### src/hdl/assert_macros.svh
// assertion macros for the rtl files, included by rpb_back
`ifndef ASSERT_MACROS_SVH
`define ASSERT_MACROS_SVH

`ifndef NO_ASSERTIONS

// property checked on every rising clock edge outside reset
`define ASSERT_CHK(lbl, clk, rst, prop) \
  lbl: assert property (@(posedge clk) disable iff (rst) prop) \
    else $error("assertion failed");

// condition that must never be true outside reset
`define ASSERT_NEVER(lbl, clk, rst, cond) \
  lbl: assert property (@(posedge clk) disable iff (rst) !(cond)) \
    else $error("forbidden condition seen");

`else

`define ASSERT_CHK(lbl, clk, rst, prop)
`define ASSERT_NEVER(lbl, clk, rst, cond)

`endif

`endif

### src/hdl/rpb_pkg.sv
// types, constants and helpers of the ready priority bitmap unit
package rpb_pkg;

  // priority space and counter size
  localparam int NUM_PRIORITIES = 512;
  localparam int COUNT_WIDTH    = 8;
  localparam int CNT_AW         = $clog2(NUM_PRIORITIES);

  // bitmap geometry: three levels of eight bits
  localparam int PRIO_W = 9;
  localparam int IDX_W  = 3;
  localparam int ROW_W  = 6;
  localparam int LEVEL_W = 8;
  localparam int NUM_ROWS = 64;
  localparam int NUM_GROUPS = 8;

  // queue between front and back
  localparam int QUEUE_DEPTH = 2;
  localparam int QPTR_W      = (QUEUE_DEPTH > 1) ? $clog2(QUEUE_DEPTH) : 1;
  localparam int QCNT_W      = $clog2(QUEUE_DEPTH + 1);

  typedef logic [1:0]             cmd_t;
  typedef logic [1:0]             op_t;
  typedef logic [1:0]             status_t;
  typedef logic [PRIO_W-1:0]      prio_t;
  typedef logic [IDX_W-1:0]       idx_t;
  typedef logic [ROW_W-1:0]       row_t;
  typedef logic [LEVEL_W-1:0]     level_t;
  typedef logic [COUNT_WIDTH-1:0] count_t;

  localparam count_t COUNT_MAX = '1;

  // command codes on the request channel
  localparam cmd_t CMD_ADD    = 2'd0;
  localparam cmd_t CMD_REMOVE = 2'd1;
  localparam cmd_t CMD_QUERY  = 2'd2;

  // classified operations
  localparam op_t OP_ADD    = 2'd0;
  localparam op_t OP_REMOVE = 2'd1;
  localparam op_t OP_QUERY  = 2'd2;

  // result status codes
  localparam status_t ST_OK    = 2'd0;
  localparam status_t ST_EMPTY = 2'd1;
  localparam status_t ST_SAT   = 2'd2;

  // classified work item handed from front to back
  typedef struct packed {
    op_t   op;
    idx_t  grp;
    idx_t  mid;
    idx_t  low;
    prio_t cur;
  } work_item_t;

  // index of the lowest set bit, zero when none is set
  function automatic idx_t lsb8(input level_t v);
    idx_t r;
    r = '0;
    for (int i = LEVEL_W - 1; i >= 0; i--) begin
      if (v[i]) r = idx_t'(i);
    end
    return r;
  endfunction

endpackage

### src/hdl/rpb_queue.sv
// short queue of work items between front and back
module rpb_queue (
  input  logic                 clk,
  input  logic                 rst,
  input  logic                 in_valid,
  output logic                 in_ready,
  input  rpb_pkg::work_item_t  in_item,
  output logic                 out_valid,
  input  logic                 out_ready,
  output rpb_pkg::work_item_t  out_item
);
  import rpb_pkg::*;

  work_item_t          entries [QUEUE_DEPTH];
  logic [QPTR_W-1:0]   wr_ptr;
  logic [QPTR_W-1:0]   rd_ptr;
  logic [QCNT_W-1:0]   count;
  logic                push;
  logic                pop;

  assign in_ready  = (count != QCNT_W'(QUEUE_DEPTH));
  assign out_valid = (count != '0);
  assign push      = in_valid && in_ready;
  assign pop       = out_valid && out_ready;
  assign out_item  = entries[rd_ptr];

  // storage
  always_ff @(posedge clk) begin
    if (push) entries[wr_ptr] <= in_item;
  end

  // pointers and fill level
  always_ff @(posedge clk) begin
    if (rst) begin
      wr_ptr <= '0;
      rd_ptr <= '0;
      count  <= '0;
    end else begin
      if (push) begin
        wr_ptr <= (wr_ptr == QPTR_W'(QUEUE_DEPTH - 1)) ? '0 : wr_ptr + 1'b1;
      end
      if (pop) begin
        rd_ptr <= (rd_ptr == QPTR_W'(QUEUE_DEPTH - 1)) ? '0 : rd_ptr + 1'b1;
      end
      if (push && !pop) count <= count + 1'b1;
      else if (pop && !push) count <= count - 1'b1;
    end
  end

endmodule

### config.mk
export PLATFORM = sky130hd
export DESIGN_NAME = rpb_queue
export DESIGN_NICKNAME = d
export VERILOG_FILES = /design/src/hdl/assert_macros.svh /design/src/hdl/rpb_pkg.sv /design/src/hdl/rpb_queue.sv
export SDC_FILE = /design/constraint.sdc
export NUM_CORES = 1
export LEC_CHECK = 0
export ABC_AREA = 1
export BUFFER_PORTS_ARGS = -buffer_cell sky130_fd_sc_hd__buf_2
export CAP_MARGIN = 5
export CORE_AREA = 2 2 66 68
export CTS_BUF_LIST = sky130_fd_sc_hd__clkbuf_16
export CTS_CLUSTER_SIZE = 28
export DETAILED_ROUTE_END_ITERATION = 8
export DIE_AREA = 0 0 68 70
export MAX_ROUTING_LAYER = met4
export PLACE_DENSITY = 0.68
export SYNTH_ARGS = -nofsm -noshare
export SYNTH_HDL_FRONTEND = slang
export SYNTH_SLANG_ARGS = --single-unit
### constraint.sdc
create_clock -name clk -period 4.2 [get_ports clk]
set_input_delay 0.63 -clock clk [delete_from_list [all_inputs] [get_ports clk]]
set_output_delay 0.63 -clock clk [all_outputs]
set_load 0.02 [all_outputs]
* Yosys cells after proc, flatten, opt, wreduce, memory -nomap -nowiden *
Memory sizes are Yosys's and may differ from the RTL's. A register that Yosys moved wholly into a read port is not among the register bits.
Index checks and enable logic that the tools add are counted.

cells by class
  $add $sub $neg = 4
  $mul = 0
  div/mod/pow operators = 0
  order comparisons = 0
  equal/unequal tests = 1
  shifts and indexed selects = 0
  multiplexer cells = 8
  bitwise operators = 0
  reductions and logical operators = 8

operator list
  cell                 count
  $mux 1               6
  $logic_and 1x1->1    4
  $mux 2               2
  $reduce_bool 2->1    2
  $add 1x1->1 const B  2
  $add 2x1->2 const B  1
  $logic_not 1->1      2
  $ne 2x2->1 const B   1
  $sub 2x1->2 const B  1

storage, ports and cells
  bits in registers = 4
  latch bits = 0
  RAM bits = 40
  bits in read-only memories = 0
  input port bits = 24
  logic and storage cells = 25
  memories = 1

memory list
  memory   depth  bits a word  read ports  clocked after Yosys merged registers in  write ports  RTL line         RTL
  entries  2      20           1           1                                        1            rpb_queue.sv:14  work_item_t entries [QUEUE_DEPTH];

* Logic depth before layout (Yosys ltp) *
  depth after elaboration = 6
  depth in mapped cells = 11
  depth with buffers taken out = 11

* Least setup slack after synthesis *
Ideal clock, no wire load.

  path kind = input to register
  start point = input in_valid
  end point = memory entries[1][0] in the netlist's numbering, enable pin
  data arrival time = 1.565 ns
  required time = 3.803 ns
  slack = 2.238 ns
  cell stages on the path = 2
  cell sequence = nand2_2 -> nor2_1

on the way
  longest elaborated chain between the ends = 3

RTL lines
  what                          RTL line         RTL
  start: declaration            rpb_queue.sv:5   input logic in_valid,
  $logic_and 1x1->1             rpb_queue.sv:23  assign push = in_valid && in_ready;
  $mux 1                        rpb_queue.sv:29  if (push) entries[wr_ptr] <= in_item;
  $mux 1 (not written as such)  rpb_queue.sv:29
  end: declaration              rpb_queue.sv:14

Every way passes these cells.

==> flow_metrics.env <==
export IMPL_status="complete, no violations"
export IMPL_synthDistinctLibCells=14
export IMPL_synth_area_sq_um=1770
export IMPL_cap_violations=0
export IMPL_power_net_switching_uw=395
export IMPL_dieHeight_um=70
export IMPL_arrival_ps=1440
export IMPL_area_growth_pct=23.6
export IMPL_grt_max_degree=21
export IMPL_p_leak_uw=0.000898
export IMPL_setup_tns_ps=0
export IMPL_via_per_inst=4.75
export IMPL_required_ps=3570
export IMPL_crit_fanout=20
export IMPL_drt_total_wl_um=2690
export IMPL_post_route_min_period_ps=2070
export IMPL_layoutNonFillerInstCount=203
export IMPL_synth_top_cell_area_share=0.679
export IMPL_dpl_cell_count=195
export IMPL_yosysSeqAreaShare=0.736
export IMPL_fin_skew_ps=3.77
export IMPL_finalCritPeriodShare=0.494
export IMPL_synth_top_cell_by_area="edfxtp_1"
export IMPL_grt_pass1_wl_um=4130
export IMPL_synth_seq_cells=45
export IMPL_swShare=0.293
export IMPL_grt_setup_unrepaired="no"
export IMPL_drive_gt1_frac=0.517
export IMPL_cts_root_buf="clkbuf_16"
export IMPL_max_freq_mhz=482
export IMPL_hpwlAfterDp_um=1910
export IMPL_io_buffers=45
export IMPL_total_power_uw=1350
export IMPL_diodes=0
export IMPL_cts_hold_buf=0
export IMPL_num_vias=964
export IMPL_drt_iter0_markers=56
export IMPL_fin_nets=175
export IMPL_clock_power_share=0.261
export IMPL_setup_viol=0
export IMPL_die_area_sq_um=4760
export IMPL_die_w_um=68
export IMPL_crit_path_end_kind="primary output"
export IMPL_hold_viol=0
export IMPL_clkTransAtPathRegs_ps=50
export IMPL_internal_power_uw=954
export IMPL_yosysMostFrequentCell="edfxtp_1"
export IMPL_initial_utilization=0.427
export IMPL_htree_levels=2
export IMPL_numCtsBuffers=5
export IMPL_drc_errors=0
export IMPL_design_core_area_sq_um=4140
export IMPL_ys_warn_count=0
export IMPL_tritoncts="done"
export IMPL_power_density_nw_per_um2=617
export IMPL_antenna_found_initial=0
export IMPL_drt_antenna_violating_nets=0
export IMPL_sequentialPowerShare=0.439
export IMPL_worst_hold_path_type="reg -> reg"
export IMPL_synth_commonest_cells="edfxtp_1 (40), mux2_4 (20), nand2_1 (7), nor2_1 (7), inv_1 (6)"
export IMPL_firstDrtPassIters=2
export IMPL_grt_pass1_vias=949
export IMPL_ys_flop_type="edfxtp_1"
export IMPL_avgSynthCellArea_sq_um=17.9
export IMPL_cts_sinks=45
export IMPL_ir_worst_vdd_mv=0.358
export IMPL_cts_resized=0
export IMPL_fin_util=0.527
export IMPL_synth_async_reset_ratio=0
export IMPL_rows=24
export IMPL_clock_latency_ps=280
export IMPL_holdWs_ps=496
export IMPL_combPwrFrac=0.300
export IMPL_slew_viol_final=0
export IMPL_wl_per_cell_um=13.3
export IMPL_relSlewSlack=0.323
export IMPL_synth_enable_flop_cells=40
export IMPL_synth_nets=124
export IMPL_gp_congestion=0.654
export IMPL_worstMarginPinSlew_ps=1010
export IMPL_crit_type="reg -> out"
export IMPL_syn_inst=99
export IMPL_yosys_top_cells_area="edfxtp_1 (68%), mux2_4 (17%), dfxtp_1 (5.7%)"
export IMPL_io_pins=46
export IMPL_gr_total_overflow=0
export IMPL_post_cts_buffers=0
export IMPL_cp_start_kind="flip-flop"
export IMPL_grt_use_total=0.128
export IMPL_cts_buffer_depth=2
worst paths after layout:
path              slack (ps)      start  depth (start not counted)        endpoint
setup reg to reg        2480   count[0]                          4  entries[1][11]
hold reg to reg          500     rd_ptr                          2          rd_ptr
setup / recovery        2130  flip-flop                          3     out_item[7]
hold / removal           500     rd_ptr                          2          rd_ptr
flip-flops by register name, summed over array words and instances (netlist names), named ones only:
signal	flops
entries	40
count	2
rd_ptr	1
wr_ptr	1
worst max-delay path: stages (launching register included):
cell	delay (ps)
dfxtp_1	310
buf_4	350
mux2_4	350
buf_2	160
cell type report:
type / instances / area (sq um)
Clock buffer: 5 / 125
Clock inverter: 3 / 12.5
Fill cell: 355 / 1960
Inverter: 8 / 30.0
Multi-Input combinational cell: 44 / 419
Sequential cell: 45 / 1300
Tap cell: 52 / 65.1
Timing Repair Buffer: 46 / 233
layout by cell type (no fill, tap or decap):
cell type,count
nand4_1,1
clkinv_2,1
buf_4,1
ha_1,1
nand2_1,7
inv_2,2
o21ai_0,2
nand3_1,2
clkbuf_16,5
nor2_2,2
dfxtp_1,5
a21oi_1,2
nor2_1,5
nand2_2,2
clkinv_1,2
buf_2,45
inv_1,6
edfxtp_1,40
mux2_4,20
power groups by stage:
stage | logic (uW) | clock network [uW] | registers, uW
after floorplan | 310 | 0 | 597
after global placement | 399 | 0 | 597
after detailed placement | 411 | 0 | 602
after CTS | 412 | 362 | 592
after global routing | 439 | 388 | 596
final | 405 | 352 | 592
metal layers:
metal	vias to the layer above	track usage	share of wire
met3	7	0.0596	0.060
met4	0	0.0533	0.017
li1	463	-	-
met1	466	0.130	0.39
met2	28	0.207	0.53
met5	-	-	0
kinds of logic after synthesis:
logic type | Yosys count | share of synthesized area
flops | 45 | 0.736
mux | 20 | 0.170
simple gates | 19 | 0.0460
buf+inv | 10 | 0.0297
compound gates | 4 | 0.0113
fa+ha+maj | 1 | 0.00708
stage by stage:
stage | setup slack, ps | instance area, sq um
global placement | 2220 | 2050
CTS | 2110 | 2190
global route | 2070 | 2190
detailed placement | 2180 | 2050
finish | 2130 | 2190
floorplan | 2240 | 1770
No activity file was read; power rests on OpenSTA's default activity.
