--- config.mk ---
export PLATFORM = sky130hd
export DESIGN_NAME = rpb_back_flat
export DESIGN_NICKNAME = d
export VERILOG_FILES = /design/src/hdl/rpb_pkg.sv /design/src/hdl/rpb_if.sv /design/src/hdl/rpb_back.sv /design/src/flat_wrapper.sv
export VERILOG_INCLUDE_DIRS = /design/src /design/src/hdl
export SDC_FILE = /design/constraint.sdc
export NUM_CORES = 2
export LEC_CHECK = 0
export BUFFER_PORTS_ARGS = -buffer_cell sky130_fd_sc_hd__buf_2
export CAP_MARGIN = 20
export CELL_PAD_IN_SITES_DETAIL_PLACEMENT = 0
export CELL_PAD_IN_SITES_GLOBAL_PLACEMENT = 1
export CORE_ASPECT_RATIO = 0.6
export CORE_MARGIN = 5
export CORE_UTILIZATION = 56
export CTS_CLUSTER_SIZE = 14
export DETAILED_ROUTE_END_ITERATION = 12
export PLACE_DENSITY_LB_ADDON = 0.1
export SLEW_MARGIN = 10
export SYNTH_ARGS = -nofsm -noshare
export SYNTH_HDL_FRONTEND = slang
export SYNTH_MEMORY_MAX_BITS = 65536
export SYNTH_SLANG_ARGS = --single-unit
--- constraint.sdc ---
create_clock -name clk -period 39.6 [get_ports clk]
set_input_delay 0 -clock clk [delete_from_list [all_inputs] [get_ports clk]]
set_output_delay 0 -clock clk [all_outputs]
set_load 0.01 [all_outputs]
--- src/hdl/assert_macros.svh ---
// assertion macros for the rtl files, included by rpb_back
`ifndef ASSERT_MACROS_SVH
`define ASSERT_MACROS_SVH

`ifndef NO_ASSERTIONS

// property checked on every rising clock edge outside reset
`define ASSERT_CHK(lbl, clk, rst, prop) \
  lbl: assert property (@(posedge clk) disable iff (rst) prop) \
    else $error("assertion failed");

// condition that must never be true outside reset
`define ASSERT_NEVER(lbl, clk, rst, cond) \
  lbl: assert property (@(posedge clk) disable iff (rst) !(cond)) \
    else $error("forbidden condition seen");

`else

`define ASSERT_CHK(lbl, clk, rst, prop)
`define ASSERT_NEVER(lbl, clk, rst, cond)

`endif

`endif

--- src/hdl/rpb_pkg.sv ---
// types, constants and helpers of the ready priority bitmap unit
package rpb_pkg;

  // priority space and counter size
  localparam int NUM_PRIORITIES = 512;
  localparam int COUNT_WIDTH    = 8;
  localparam int CNT_AW         = $clog2(NUM_PRIORITIES);

  // bitmap geometry: three levels of eight bits
  localparam int PRIO_W = 9;
  localparam int IDX_W  = 3;
  localparam int ROW_W  = 6;
  localparam int LEVEL_W = 8;
  localparam int NUM_ROWS = 64;
  localparam int NUM_GROUPS = 8;

  // queue between front and back
  localparam int QUEUE_DEPTH = 2;
  localparam int QPTR_W      = (QUEUE_DEPTH > 1) ? $clog2(QUEUE_DEPTH) : 1;
  localparam int QCNT_W      = $clog2(QUEUE_DEPTH + 1);

  typedef logic [1:0]             cmd_t;
  typedef logic [1:0]             op_t;
  typedef logic [1:0]             status_t;
  typedef logic [PRIO_W-1:0]      prio_t;
  typedef logic [IDX_W-1:0]       idx_t;
  typedef logic [ROW_W-1:0]       row_t;
  typedef logic [LEVEL_W-1:0]     level_t;
  typedef logic [COUNT_WIDTH-1:0] count_t;

  localparam count_t COUNT_MAX = '1;

  // command codes on the request channel
  localparam cmd_t CMD_ADD    = 2'd0;
  localparam cmd_t CMD_REMOVE = 2'd1;
  localparam cmd_t CMD_QUERY  = 2'd2;

  // classified operations
  localparam op_t OP_ADD    = 2'd0;
  localparam op_t OP_REMOVE = 2'd1;
  localparam op_t OP_QUERY  = 2'd2;

  // result status codes
  localparam status_t ST_OK    = 2'd0;
  localparam status_t ST_EMPTY = 2'd1;
  localparam status_t ST_SAT   = 2'd2;

  // classified work item handed from front to back
  typedef struct packed {
    op_t   op;
    idx_t  grp;
    idx_t  mid;
    idx_t  low;
    prio_t cur;
  } work_item_t;

  // index of the lowest set bit, zero when none is set
  function automatic idx_t lsb8(input level_t v);
    idx_t r;
    r = '0;
    for (int i = LEVEL_W - 1; i >= 0; i--) begin
      if (v[i]) r = idx_t'(i);
    end
    return r;
  endfunction

endpackage

--- src/hdl/rpb_if.sv ---


interface rpb_rsp_if;
  logic              valid;
  logic              ready;
  rpb_pkg::prio_t    best_priority;
  logic              any_ready;
  logic              preempt;
  rpb_pkg::status_t  status;

  modport source (output valid, output best_priority, output any_ready,
                  output preempt, output status, input ready);
  modport sink (input valid, input best_priority, input any_ready,
                input preempt, input status, output ready);
endinterface

--- src/hdl/rpb_back.sv ---
// back end: count and bitmap update, three level lookup, result register
`include "assert_macros.svh"

module rpb_back (
  input  logic                 clk,
  input  logic                 rst,
  input  logic                 item_valid,
  output logic                 item_ready,
  input  rpb_pkg::work_item_t  item,
  rpb_rsp_if.source            rsp
);
  import rpb_pkg::*;

  localparam logic [2:0] S_IDLE = 3'd0;
  localparam logic [2:0] S_UPD  = 3'd1;
  localparam logic [2:0] S_LK1  = 3'd2;
  localparam logic [2:0] S_LK2  = 3'd3;
  localparam logic [2:0] S_LK3  = 3'd4;

  logic [2:0]  state;
  work_item_t  item_q;
  status_t     status_q;
  idx_t        g_q;
  idx_t        m_q;

  // memories and their valid bits
  count_t                count_mem [NUM_PRIORITIES];
  level_t                bot_mem   [NUM_ROWS];
  level_t                mid_mem   [NUM_GROUPS];
  logic [NUM_ROWS-1:0]   bot_valid;
  logic [NUM_GROUPS-1:0] mid_valid;
  level_t                top;

  count_t  cnt_rd;
  level_t  bot_rd;
  level_t  mid_rd;
  logic    bot_rd_v;
  logic    mid_rd_v;
  level_t  bot_eff;
  level_t  mid_eff;
  count_t  cnt_eff;

  logic [CNT_AW-1:0] cnt_raddr;
  logic [CNT_AW-1:0] cnt_waddr;
  row_t    bot_raddr;
  row_t    item_row;
  idx_t    mid_raddr;
  logic    bot_re;
  logic    mid_re;
  prio_t   head_prio;
  prio_t   item_prio;

  // update datapath
  logic    cnt_we;
  count_t  cnt_wdata;
  logic    bot_we;
  level_t  bot_wdata;
  logic    mid_we;
  level_t  mid_wdata;
  level_t  top_next;
  status_t upd_status;
  level_t  bit_g;
  level_t  bit_m;
  level_t  bit_l;

  // result
  logic    rsp_valid_q;
  prio_t   best_q;
  logic    any_q;
  logic    preempt_q;
  status_t rsp_status_q;
  logic    load;
  logic    any_c;
  prio_t   best_c;

  assign head_prio = {item.grp, item.mid, item.low};
  assign item_prio = {item_q.grp, item_q.mid, item_q.low};
  assign item_row  = {item_q.grp, item_q.mid};
  assign cnt_raddr = head_prio[CNT_AW-1:0];
  assign cnt_waddr = item_prio[CNT_AW-1:0];

  assign item_ready = (state == S_IDLE);

  // read addresses follow the step in progress
  assign bot_re    = (state == S_IDLE) || (state == S_LK2);
  assign mid_re    = (state == S_IDLE) || (state == S_LK1);
  assign bot_raddr = (state == S_LK2) ? {g_q, lsb8(mid_eff)} : {item.grp, item.mid};
  assign mid_raddr = (state == S_LK1) ? lsb8(top) : item.grp;

  // entries never written read as empty
  assign bot_eff = bot_rd_v ? bot_rd : '0;
  assign mid_eff = mid_rd_v ? mid_rd : '0;
  assign cnt_eff = bot_eff[item_q.low] ? cnt_rd : '0;

  assign bit_g = level_t'(1) << item_q.grp;
  assign bit_m = level_t'(1) << item_q.mid;
  assign bit_l = level_t'(1) << item_q.low;

  // read-modify-write of count and the three levels
  always_comb begin
    cnt_we     = 1'b0;
    cnt_wdata  = cnt_eff;
    bot_we     = 1'b0;
    bot_wdata  = bot_eff;
    mid_we     = 1'b0;
    mid_wdata  = mid_eff;
    top_next   = top;
    upd_status = ST_OK;
    if (item_q.op == OP_ADD) begin
      if (cnt_eff == COUNT_MAX) begin
        upd_status = ST_SAT;
      end else begin
        cnt_we    = 1'b1;
        cnt_wdata = cnt_eff + 1'b1;
        bot_we    = 1'b1;
        bot_wdata = bot_eff | bit_l;
        mid_we    = 1'b1;
        mid_wdata = mid_eff | bit_m;
        top_next  = top | bit_g;
      end
    end else if (item_q.op == OP_REMOVE) begin
      if (cnt_eff == '0) begin
        upd_status = ST_EMPTY;
      end else begin
        cnt_we    = 1'b1;
        cnt_wdata = cnt_eff - 1'b1;
        if (cnt_eff == COUNT_WIDTH'(1)) begin
          bot_we    = 1'b1;
          bot_wdata = bot_eff & ~bit_l;
          if (bot_wdata == '0) begin
            mid_we    = 1'b1;
            mid_wdata = mid_eff & ~bit_m;
            if (mid_wdata == '0) top_next = top & ~bit_g;
          end
        end
      end
    end
  end

  // count memory
  always_ff @(posedge clk) begin
    if (state == S_IDLE) cnt_rd <= count_mem[cnt_raddr];
    if (state == S_UPD && cnt_we) count_mem[cnt_waddr] <= cnt_wdata;
  end

  // bottom level memory
  always_ff @(posedge clk) begin
    if (bot_re) begin
      bot_rd   <= bot_mem[bot_raddr];
      bot_rd_v <= bot_valid[bot_raddr];
    end
    if (state == S_UPD && bot_we) bot_mem[item_row] <= bot_wdata;
  end

  // middle level memory
  always_ff @(posedge clk) begin
    if (mid_re) begin
      mid_rd   <= mid_mem[mid_raddr];
      mid_rd_v <= mid_valid[mid_raddr];
    end
    if (state == S_UPD && mid_we) mid_mem[item_q.grp] <= mid_wdata;
  end

  // valid bits and top level
  always_ff @(posedge clk) begin
    if (rst) begin
      bot_valid <= '0;
      mid_valid <= '0;
      top       <= '0;
    end else if (state == S_UPD) begin
      if (bot_we) bot_valid[item_row] <= 1'b1;
      if (mid_we) mid_valid[item_q.grp] <= 1'b1;
      top <= top_next;
    end
  end

  // result of the lookup walk
  assign any_c  = (top != '0);
  assign best_c = any_c ? {g_q, m_q, lsb8(bot_eff)} : '0;
  assign load   = (state == S_LK3) && (!rsp_valid_q || rsp.ready);

  // sequencer
  always_ff @(posedge clk) begin
    if (rst) begin
      state <= S_IDLE;
    end else begin
      unique case (state)
        S_IDLE: begin
          if (item_valid) state <= (item.op == OP_QUERY) ? S_LK1 : S_UPD;
        end
        S_UPD: state <= S_LK1;
        S_LK1: state <= S_LK2;
        S_LK2: state <= S_LK3;
        S_LK3: begin
          if (load) state <= S_IDLE;
        end
        default: state <= S_IDLE;
      endcase
    end
  end

  // item and lookup registers
  always_ff @(posedge clk) begin
    if (state == S_IDLE && item_valid) begin
      item_q   <= item;
      status_q <= ST_OK;
    end
    if (state == S_UPD) status_q <= upd_status;
    if (state == S_LK1) g_q <= lsb8(top);
    if (state == S_LK2) m_q <= lsb8(mid_eff);
  end

  // output register
  always_ff @(posedge clk) begin
    if (rst) begin
      rsp_valid_q <= 1'b0;
    end else if (load) begin
      rsp_valid_q <= 1'b1;
    end else if (rsp.ready) begin
      rsp_valid_q <= 1'b0;
    end
  end

  always_ff @(posedge clk) begin
    if (load) begin
      best_q       <= best_c;
      any_q        <= any_c;
      preempt_q    <= any_c && (best_c < item_q.cur);
      rsp_status_q <= status_q;
    end
  end

  assign rsp.valid         = rsp_valid_q;
  assign rsp.best_priority = best_q;
  assign rsp.any_ready     = any_q;
  assign rsp.preempt       = preempt_q;
  assign rsp.status        = rsp_status_q;

  // checks
  `ASSERT_CHK(a_top_has_mid, clk, rst, ((top & ~mid_valid) == '0))
  `ASSERT_CHK(a_upd_from_idle, clk, rst, (state == S_UPD) |-> ($past(state) == S_IDLE))
  `ASSERT_CHK(a_query_ok, clk, rst, (state == S_LK1 && item_q.op == OP_QUERY) |-> (status_q == ST_OK))
  `ASSERT_NEVER(a_preempt_needs_ready, clk, rst, rsp_valid_q && preempt_q && !any_q)

endmodule

--- src/flat_wrapper.sv ---
// flat-port wrapper written by rule: the top's interface ports become plain ports
module rpb_back_flat import rpb_pkg::*;
  (clk, rst, item_valid, item_ready, item, rsp_valid, rsp_best_priority, rsp_any_ready, rsp_preempt, rsp_status, rsp_ready);
  rpb_rsp_if rsp_i ();
  input  logic clk;
  input  logic rst;
  input  logic item_valid;
  output logic item_ready;
  input  rpb_pkg::work_item_t item;
  output wire logic [$bits(rsp_i.valid)-1:0] rsp_valid;
  output wire logic [$bits(rsp_i.best_priority)-1:0] rsp_best_priority;
  output wire logic [$bits(rsp_i.any_ready)-1:0] rsp_any_ready;
  output wire logic [$bits(rsp_i.preempt)-1:0] rsp_preempt;
  output wire logic [$bits(rsp_i.status)-1:0] rsp_status;
  input wire logic [$bits(rsp_i.ready)-1:0] rsp_ready;
  assign rsp_valid = rsp_i.valid;
  assign rsp_best_priority = rsp_i.best_priority;
  assign rsp_any_ready = rsp_i.any_ready;
  assign rsp_preempt = rsp_i.preempt;
  assign rsp_status = rsp_i.status;
  assign rsp_i.ready = rsp_ready;
  rpb_back u_core (.clk(clk), .rst(rst), .item_valid(item_valid), .item_ready(item_ready), .item(item), .rsp(rsp_i));
endmodule
## Word level (Yosys, flattened, before mapping)

Memory sizes are Yosys's and may differ from the RTL's. A register that Yosys moved wholly into a read port is not among the register bits.
Cells that the tools add are included.

- $lt $le $gt $ge: 8
- Reduce and logical (&&, ||, !) cells: 28
- Mux-type cells: 93
- Shift operators: 3
- Eq/ne operators: 12
- Bitwise operators: 11
- $add $sub $neg: 2

Operators with widths:

| kind | count |
|---|---|
| 2-to-1 mux 8 bit | 25 |
| 2-to-1 mux 3 bit | 27 |
| OR 64 bit | 1 |
| OR 8 bit | 4 |
| 2-to-1 mux 1 bit | 27 |
| bitwise AND 8 bit | 3 |
| zero test 8 bit | 3 |
| inverter 8 bit | 3 |
| << shifter 1 x 3 -> 8 bit (first input constant) | 3 |
| case mux 3 bit (5 select lines) | 1 |
| < comparator 6 x 7 -> 1 bit (second input constant) | 2 |
| < comparator 3 x 4 -> 1 bit (second input constant) | 3 |
| 2-to-1 mux 2 bit | 6 |
| nonzero test 2 bit | 6 |
| < comparator 9 bit | 1 |
| 2-to-1 mux 9 bit | 1 |
| adder 8 x 1 -> 8 bit (second input constant) | 1 |
| == test 8 x 1 -> 1 bit (second input constant) | 1 |
| == test 8 bit (second input constant) | 1 |
| logical AND 1 bit | 8 |
| nonzero test 8 bit | 1 |
| subtractor 8 x 1 -> 8 bit (second input constant) | 1 |
| AND reduction 7 bit | 1 |
| binary-select mux 1 bit (select 3 bit) | 2 |
| 18 further kinds | 25 |

- Bits of input ports: 24
- Memories kept: 3
- Memory bits (writable): 4672
- Register bits after elaboration: 127
- Output and inout bits: 15
- Word-level logic and storage cells: 179

Memory list:

| memory | depth | bits a word | read ports | clocked after Yosys merged registers in | wr ports | line | RTL |
|---|---|---|---|---|---|---|---|
| u_core.count_mem | 512 | 8 | 1 | 1 | 1 | rpb_back.sv:27 | `count_t count_mem [NUM_PRIORITIES];` |
| u_core.bot_mem | 64 | 8 | 1 | 1 | 1 | rpb_back.sv:28 | `level_t bot_mem [NUM_ROWS];` |
| u_core.mid_mem | 8 | 8 | 1 | 1 | 1 | rpb_back.sv:29 | `level_t mid_mem [NUM_GROUPS];` |

## Logic depth before layout (Yosys ltp)

- Word-level depth: 12
- Gate-level depth with buffers: 19

## Worst setup path after synthesis

No wires, ideal clock.

- Path kind: flip-flop to flip-flop
- Start: register u_core.item_q, in the netlist u_core.cnt_waddr[1]
- End: memory u_core.count_mem[0][2] (netlist name) (data pin)
- Library setup time: 4.307 ns
- Arrival: 23.696 ns
- Path buffers: 3
- Slack: 11.597 ns
- Stages on the path, launching flop included: 15
- Cells stage by stage: edfxtp_1 buf_2 o21ai_0 a21boi_1 or2_2 clkbuf_1 clkbuf_1 nand2_1 inv_1 ha_1 and3_1 and3_1 o2111ai_2 and4_1 o32ai_1

- Longest elaborated chain between the ends: 7
- Elaborated cells between the ends (all ways): 11
- Classes of those cells: add/sub (2); eq/ne (1); mux (7); reduce/logical (1)

RTL lines:

| what | line | RTL |
|---|---|---|
| start: declaration | rpb_back.sv:21 | `work_item_t item_q;` |
| start signal: assignment | rpb_back.sv:205 | `item_q <= item;` |
| binary-select mux 1 bit (select 3 bit) (*) | rpb_back.sv:93 | `assign cnt_eff = bot_eff[item_q.low] ? cnt_rd : '0;` |
| 2-to-1 mux 1 bit (implied by the code) (*) | rpb_back.sv:93 |  |
| 2-to-1 mux 8 bit (*) | rpb_back.sv:93 |  |
| subtractor 8 x 1 -> 8 bit or zero test 8 bit (tied branches) | rpb_back.sv:126, rpb_back.sv:122 |  |
| 2-to-1 mux 8 bit | rpb_back.sv:122 | `if (cnt_eff == '0) begin` |
| 2-to-1 mux 8 bit | rpb_back.sv:121 | `end else if (item_q.op == OP_REMOVE) begin` |
| 2-to-1 mux 8 bit (*) | rpb_back.sv:109 | `if (item_q.op == OP_ADD) begin` |
| named net u_core.cnt_wdata[2] | rpb_back.sv:55 | `count_t cnt_wdata;` |
| end: declaration | rpb_back.sv:27 |  |

The timed path passes the listed nets; every way through them passes the cells marked *. The select of a mux whose other input is x is not followed.

## Worst setup path after layout

- Start: register u_core.bot_rd_v
- End: memory u_core.count_mem[292][3] (netlist name) (data pin)

- Longest elaborated chain between the ends: 8
- Elaborated cells between the ends (all ways): 12
- Classes of those cells: add/sub (2); eq/ne (1); mux (8); reduce/logical (1)

RTL lines:

| what | line | RTL |
|---|---|---|
| start: declaration | rpb_back.sv:37 | `logic bot_rd_v;` |
| start signal: assignment | rpb_back.sv:150 | `bot_rd_v <= bot_valid[bot_raddr];` |
| 2-to-1 mux 8 bit (*) | rpb_back.sv:91 | `assign bot_eff = bot_rd_v ? bot_rd : '0;` |
| binary-select mux 1 bit (select 3 bit) (*) | rpb_back.sv:93 |  |
| 2-to-1 mux 1 bit (implied by the code) (*) | rpb_back.sv:93 |  |
| 2-to-1 mux 8 bit (*) | rpb_back.sv:93 |  |
| subtractor 8 x 1 -> 8 bit or zero test 8 bit (tied branches) | rpb_back.sv:126, rpb_back.sv:122 |  |
| 2-to-1 mux 8 bit | rpb_back.sv:122 |  |
| 2-to-1 mux 8 bit | rpb_back.sv:121 |  |
| 2-to-1 mux 8 bit (*) | rpb_back.sv:109 |  |
| named net u_core.cnt_wdata[3] | rpb_back.sv:55 |  |

Marked as above.

==> metrics <==
drt via density ~6.6; Max Freq around 120 MHz; RSZ-0062 raised after global routing false; CP endpoint kind flop; Synth top area share 75.4%; vias in the first global route 94,200; Final Hold Vio Count 0; WP data arrival 8.74 ns; aggregate global routing overflow 0; largest net degree at the start of global routing 241; Yosys cell types 91; H-Tree Depth 5; Vias 97,100; worst hold path startpoint item[15]; fin nets 9,869; Die W 759 µm; Worst Clk Skew 0.0383 ns; Worst R2R Path Depth 17; Seq/Total Area, Yosys 76.3%; Core Util, Final about three fifths; WL final 496,000 µm; Worst EP required 40.19 ns; Mapped Cells between 9,000 and 10,000; first-pass GRT wire length 706,000 µm; HPWL Detailed between 300,000 and 400,000 µm; ANT nets after route 0; leak pwr ~65 nW; hold endpoint u_core.mid_rd[0]; Async SR Flop Fraction 0%; share of cells above drive strength 1 between 20% and 30%; CTS buffer count around 430; Die Y 460 µm; post_cts resized 0; initial antenna violation count 28; Mean Syn Cell Area 19.5 µm²; Hold Crit Class in2reg; Port Buffers 38; clock sink total approximately 4,800; drt drc 0; pin slew with the least headroom to its limit 1.40 ns; Area contributors post-synth edfxtp_1, mux4_2, nor2_1, mux2i_1, nand2_1; Clock Path Buffers 4; Tmin final 8.15 ns; Final Cycle Share 20.6%; Area Growth Syn to Fin 9.90%; row count around 170; Global Route Usage Sum 28.3%; drt wl/cell 33.9 µm; synthesized cell area around 190,000 µm²; post-synthesis register bit count 4,823; endpoints failing setup 0; Sum Neg Setup Slack 0 ns; VDD IR-drop max between 40 and 50 µV; WS Path Type reg2reg; R2R Path Start u_core.bot_rd_v; Max FO, Critical Path ~100; number of flops mapped to enable cells by yosys 4,739; CTS tree built; synthesized net count between 9,000 and 10,000; Reg2Reg Setup Slack 31.45 ns; cell taking the most area after synthesis edfxtp_1; DRT Pass-1 Iters 6; Most used DFF post-synth edfxtp_1; synth warn 0; worst-skew pair later-pin latency 0.97 ns; Die ar. 349,000 µm²; Pwr Density between 50 and 60 nW/µm²; Initial Util a little under three fifths; max cap viols 0; CTS root buf clkbuf_16; critical path launch point type flop; Worst-path clk slew 0.07 ns; WHS Path Cells 6; Post-synth top cells edfxtp_1, mux4_2, nor2_1, nand2_1, mux2i_1; max-slew violations 0; slew margin rel. 6.42%; area of the core 336,000 µm²; routability cong. 0.888; top-count cell post-synth edfxtp_1; status finished, final reports clean; num ports 39; reg-to-reg endpoint u_core.count_mem[292][3]; DRT iter0 DRCs around 14,000
==> layer usage <==
| metal | vias to the layer above | share of wire, % | track usage, % |
|---|---|---|---|
| met2 | 5432 | 42 | 38.0 |
| met4 | 20 | 2.4 | 6.34 |
| li1 | 39500 | - | - |
| met5 | - | 0.17 | 1.37 |
| met3 | 674 | 13 | 8.82 |
| met1 | 51500 | 43 | 45.6 |
==> report_power, final <==
group	leakage (nW)	switching, W	internal (W)	total [W]
clock	6.30	0.00181	0.00215	0.00396
sequential	44.0	0.0000224	0.00601	0.00603
combinational	14.6	0.000769	0.000212	0.000981
total	65.0	0.00261	0.00837	0.0110
==> cell type report <==
| cell class | instances | area, µm² |
|---|---|---|
| antenna | 7 | 17.5 |
| clock buffer | 557 | 11500 |
| clock inverter | 177 | 1360 |
| fill | 23500 | 129000 |
| inverter | 23 | 86.3 |
| multi-input combinational | 4251 | 42100 |
| sequential | 4823 | 144000 |
| tap | 4509 | 5640 |
| timing repair buffer | 306 | 2650 |
==> worst max-delay path by stage <==
stage / slack, ns / to / startpoint
after floorplan: 11.60 / u_core.count_mem[0][2] / u_core.cnt_waddr[1]
after global placement: 31.19 / u_core.count_mem[356][3] / u_core.cnt_waddr[1]
after detailed placement: 30.96 / u_core.count_mem[356][3] / u_core.bot_rd_v
after CTS: 30.96 / u_core.count_mem[293][3] / u_core.bot_rd_v
after global routing: 31.06 / u_core.count_mem[293][3] / u_core.bot_rd_v
final: 31.45 / u_core.count_mem[292][3] / u_core.bot_rd_v
==> worst max-delay path, stage by stage, from the launching register on <==
cell	delay, ns
edfxtp_1	0.64
nand2_1	0.21
a31oi_1	0.21
a21boi_1	0.35
or2_2	0.36
nand2_1	0.18
inv_1	0.23
ha_1	0.24
and3_1	0.21
and3_1	0.23
o2111ai_2	0.43
and4_1	0.43
o22ai_1	0.22
mux2_8	0.39
buf_4	0.73
buf_4	0.63
buf_4	0.89
buf_4	0.91
==> cell families (layout without fill, tap and decap cells) <==
| family | after synthesis | count (layout) | share of synthesized area (%) |
|---|---|---|---|
| flops | 4823 | 4823 | 76.3 |
| simple gates | 1979 | 1979 | 4.52 |
| mux | 1404 | 1404 | 14.4 |
| compound gates | 853 | 853 | 3.05 |
| buf+inv | 600 | 1063 | 1.62 |
| fa+ha+maj | 12 | 12 | 0.0796 |
| xor+xnor | 3 | 3 | 0.0139 |
| other cells | 0 | 7 | 0 |
==> timing repair <==
action	CTS	global route
buffers inserted	0	0
hold endpoints to repair	144	0
hold buffers	39	0
==> stage by stage <==
stage	area, µm²	cells	setup slack (ns)	total power (W)	hold slack (ns)
2_1_floorplan	189000	9674	11.60	0.00700	0.0989
5_1_grt	207000	14600	31.06	0.0113	0.0391
3_5_place_dp	194000	13900	30.96	0.00711	0.181
3_3_place_gp	194000	13900	31.19	0.00707	0.178
6_report	207000	14700	31.45	0.0110	0.109
4_1_cts	207000	14600	30.96	0.0110	0.00480
==> cell usage in the layout, fill, tap and decap left out, types with 20 or more instances in the layout <==
cell           count
dfxtp_1           84
mux2_2           119
nor2_2            63
o21ai_1           25
dlygate4sd3_1     39
a21oi_1          200
clkinv_2          54
buf_4            204
buf_2             34
o22ai_1          108
o221ai_1         109
o21ba_2           60
mux4_2          1033
and2_1            21
clkbuf_1         108
o21ai_0          158
nor2_1           814
nand2_1          655
mux2i_1          245
and3_1            21
nand4_1           63
nand3_1          211
a31oi_1           20
a211oi_1          22
edfxtp_1        4739
o211ai_1          23
clkbuf_16        438
clkinv_1          89
==> state kept, by name (all words and copies together), names as in the netlist, named ones only <==
name / cells
u_core.rsp.best_priority: 9
u_core.bot_valid: 64
u_core.cnt_rd: 8
u_core.g_q: 3
u_core.cnt_waddr: 9
u_core.bot_mem: 512
u_core.count_mem: 4096
u_core.rsp.preempt: 1
u_core.mid_rd_v: 1
u_core.mid_valid: 8
u_core.item_q: 11
u_core.rsp.valid: 1
u_core.bot_rd_v: 1
u_core.rsp.status: 2
u_core.state: 3
u_core.m_q: 3
u_core.bot_rd: 8
u_core.mid_rd: 8
u_core.rsp.any_ready: 1
u_core.mid_mem: 64
u_core.status_q: 2
Power figures use the tool's default switching activity.
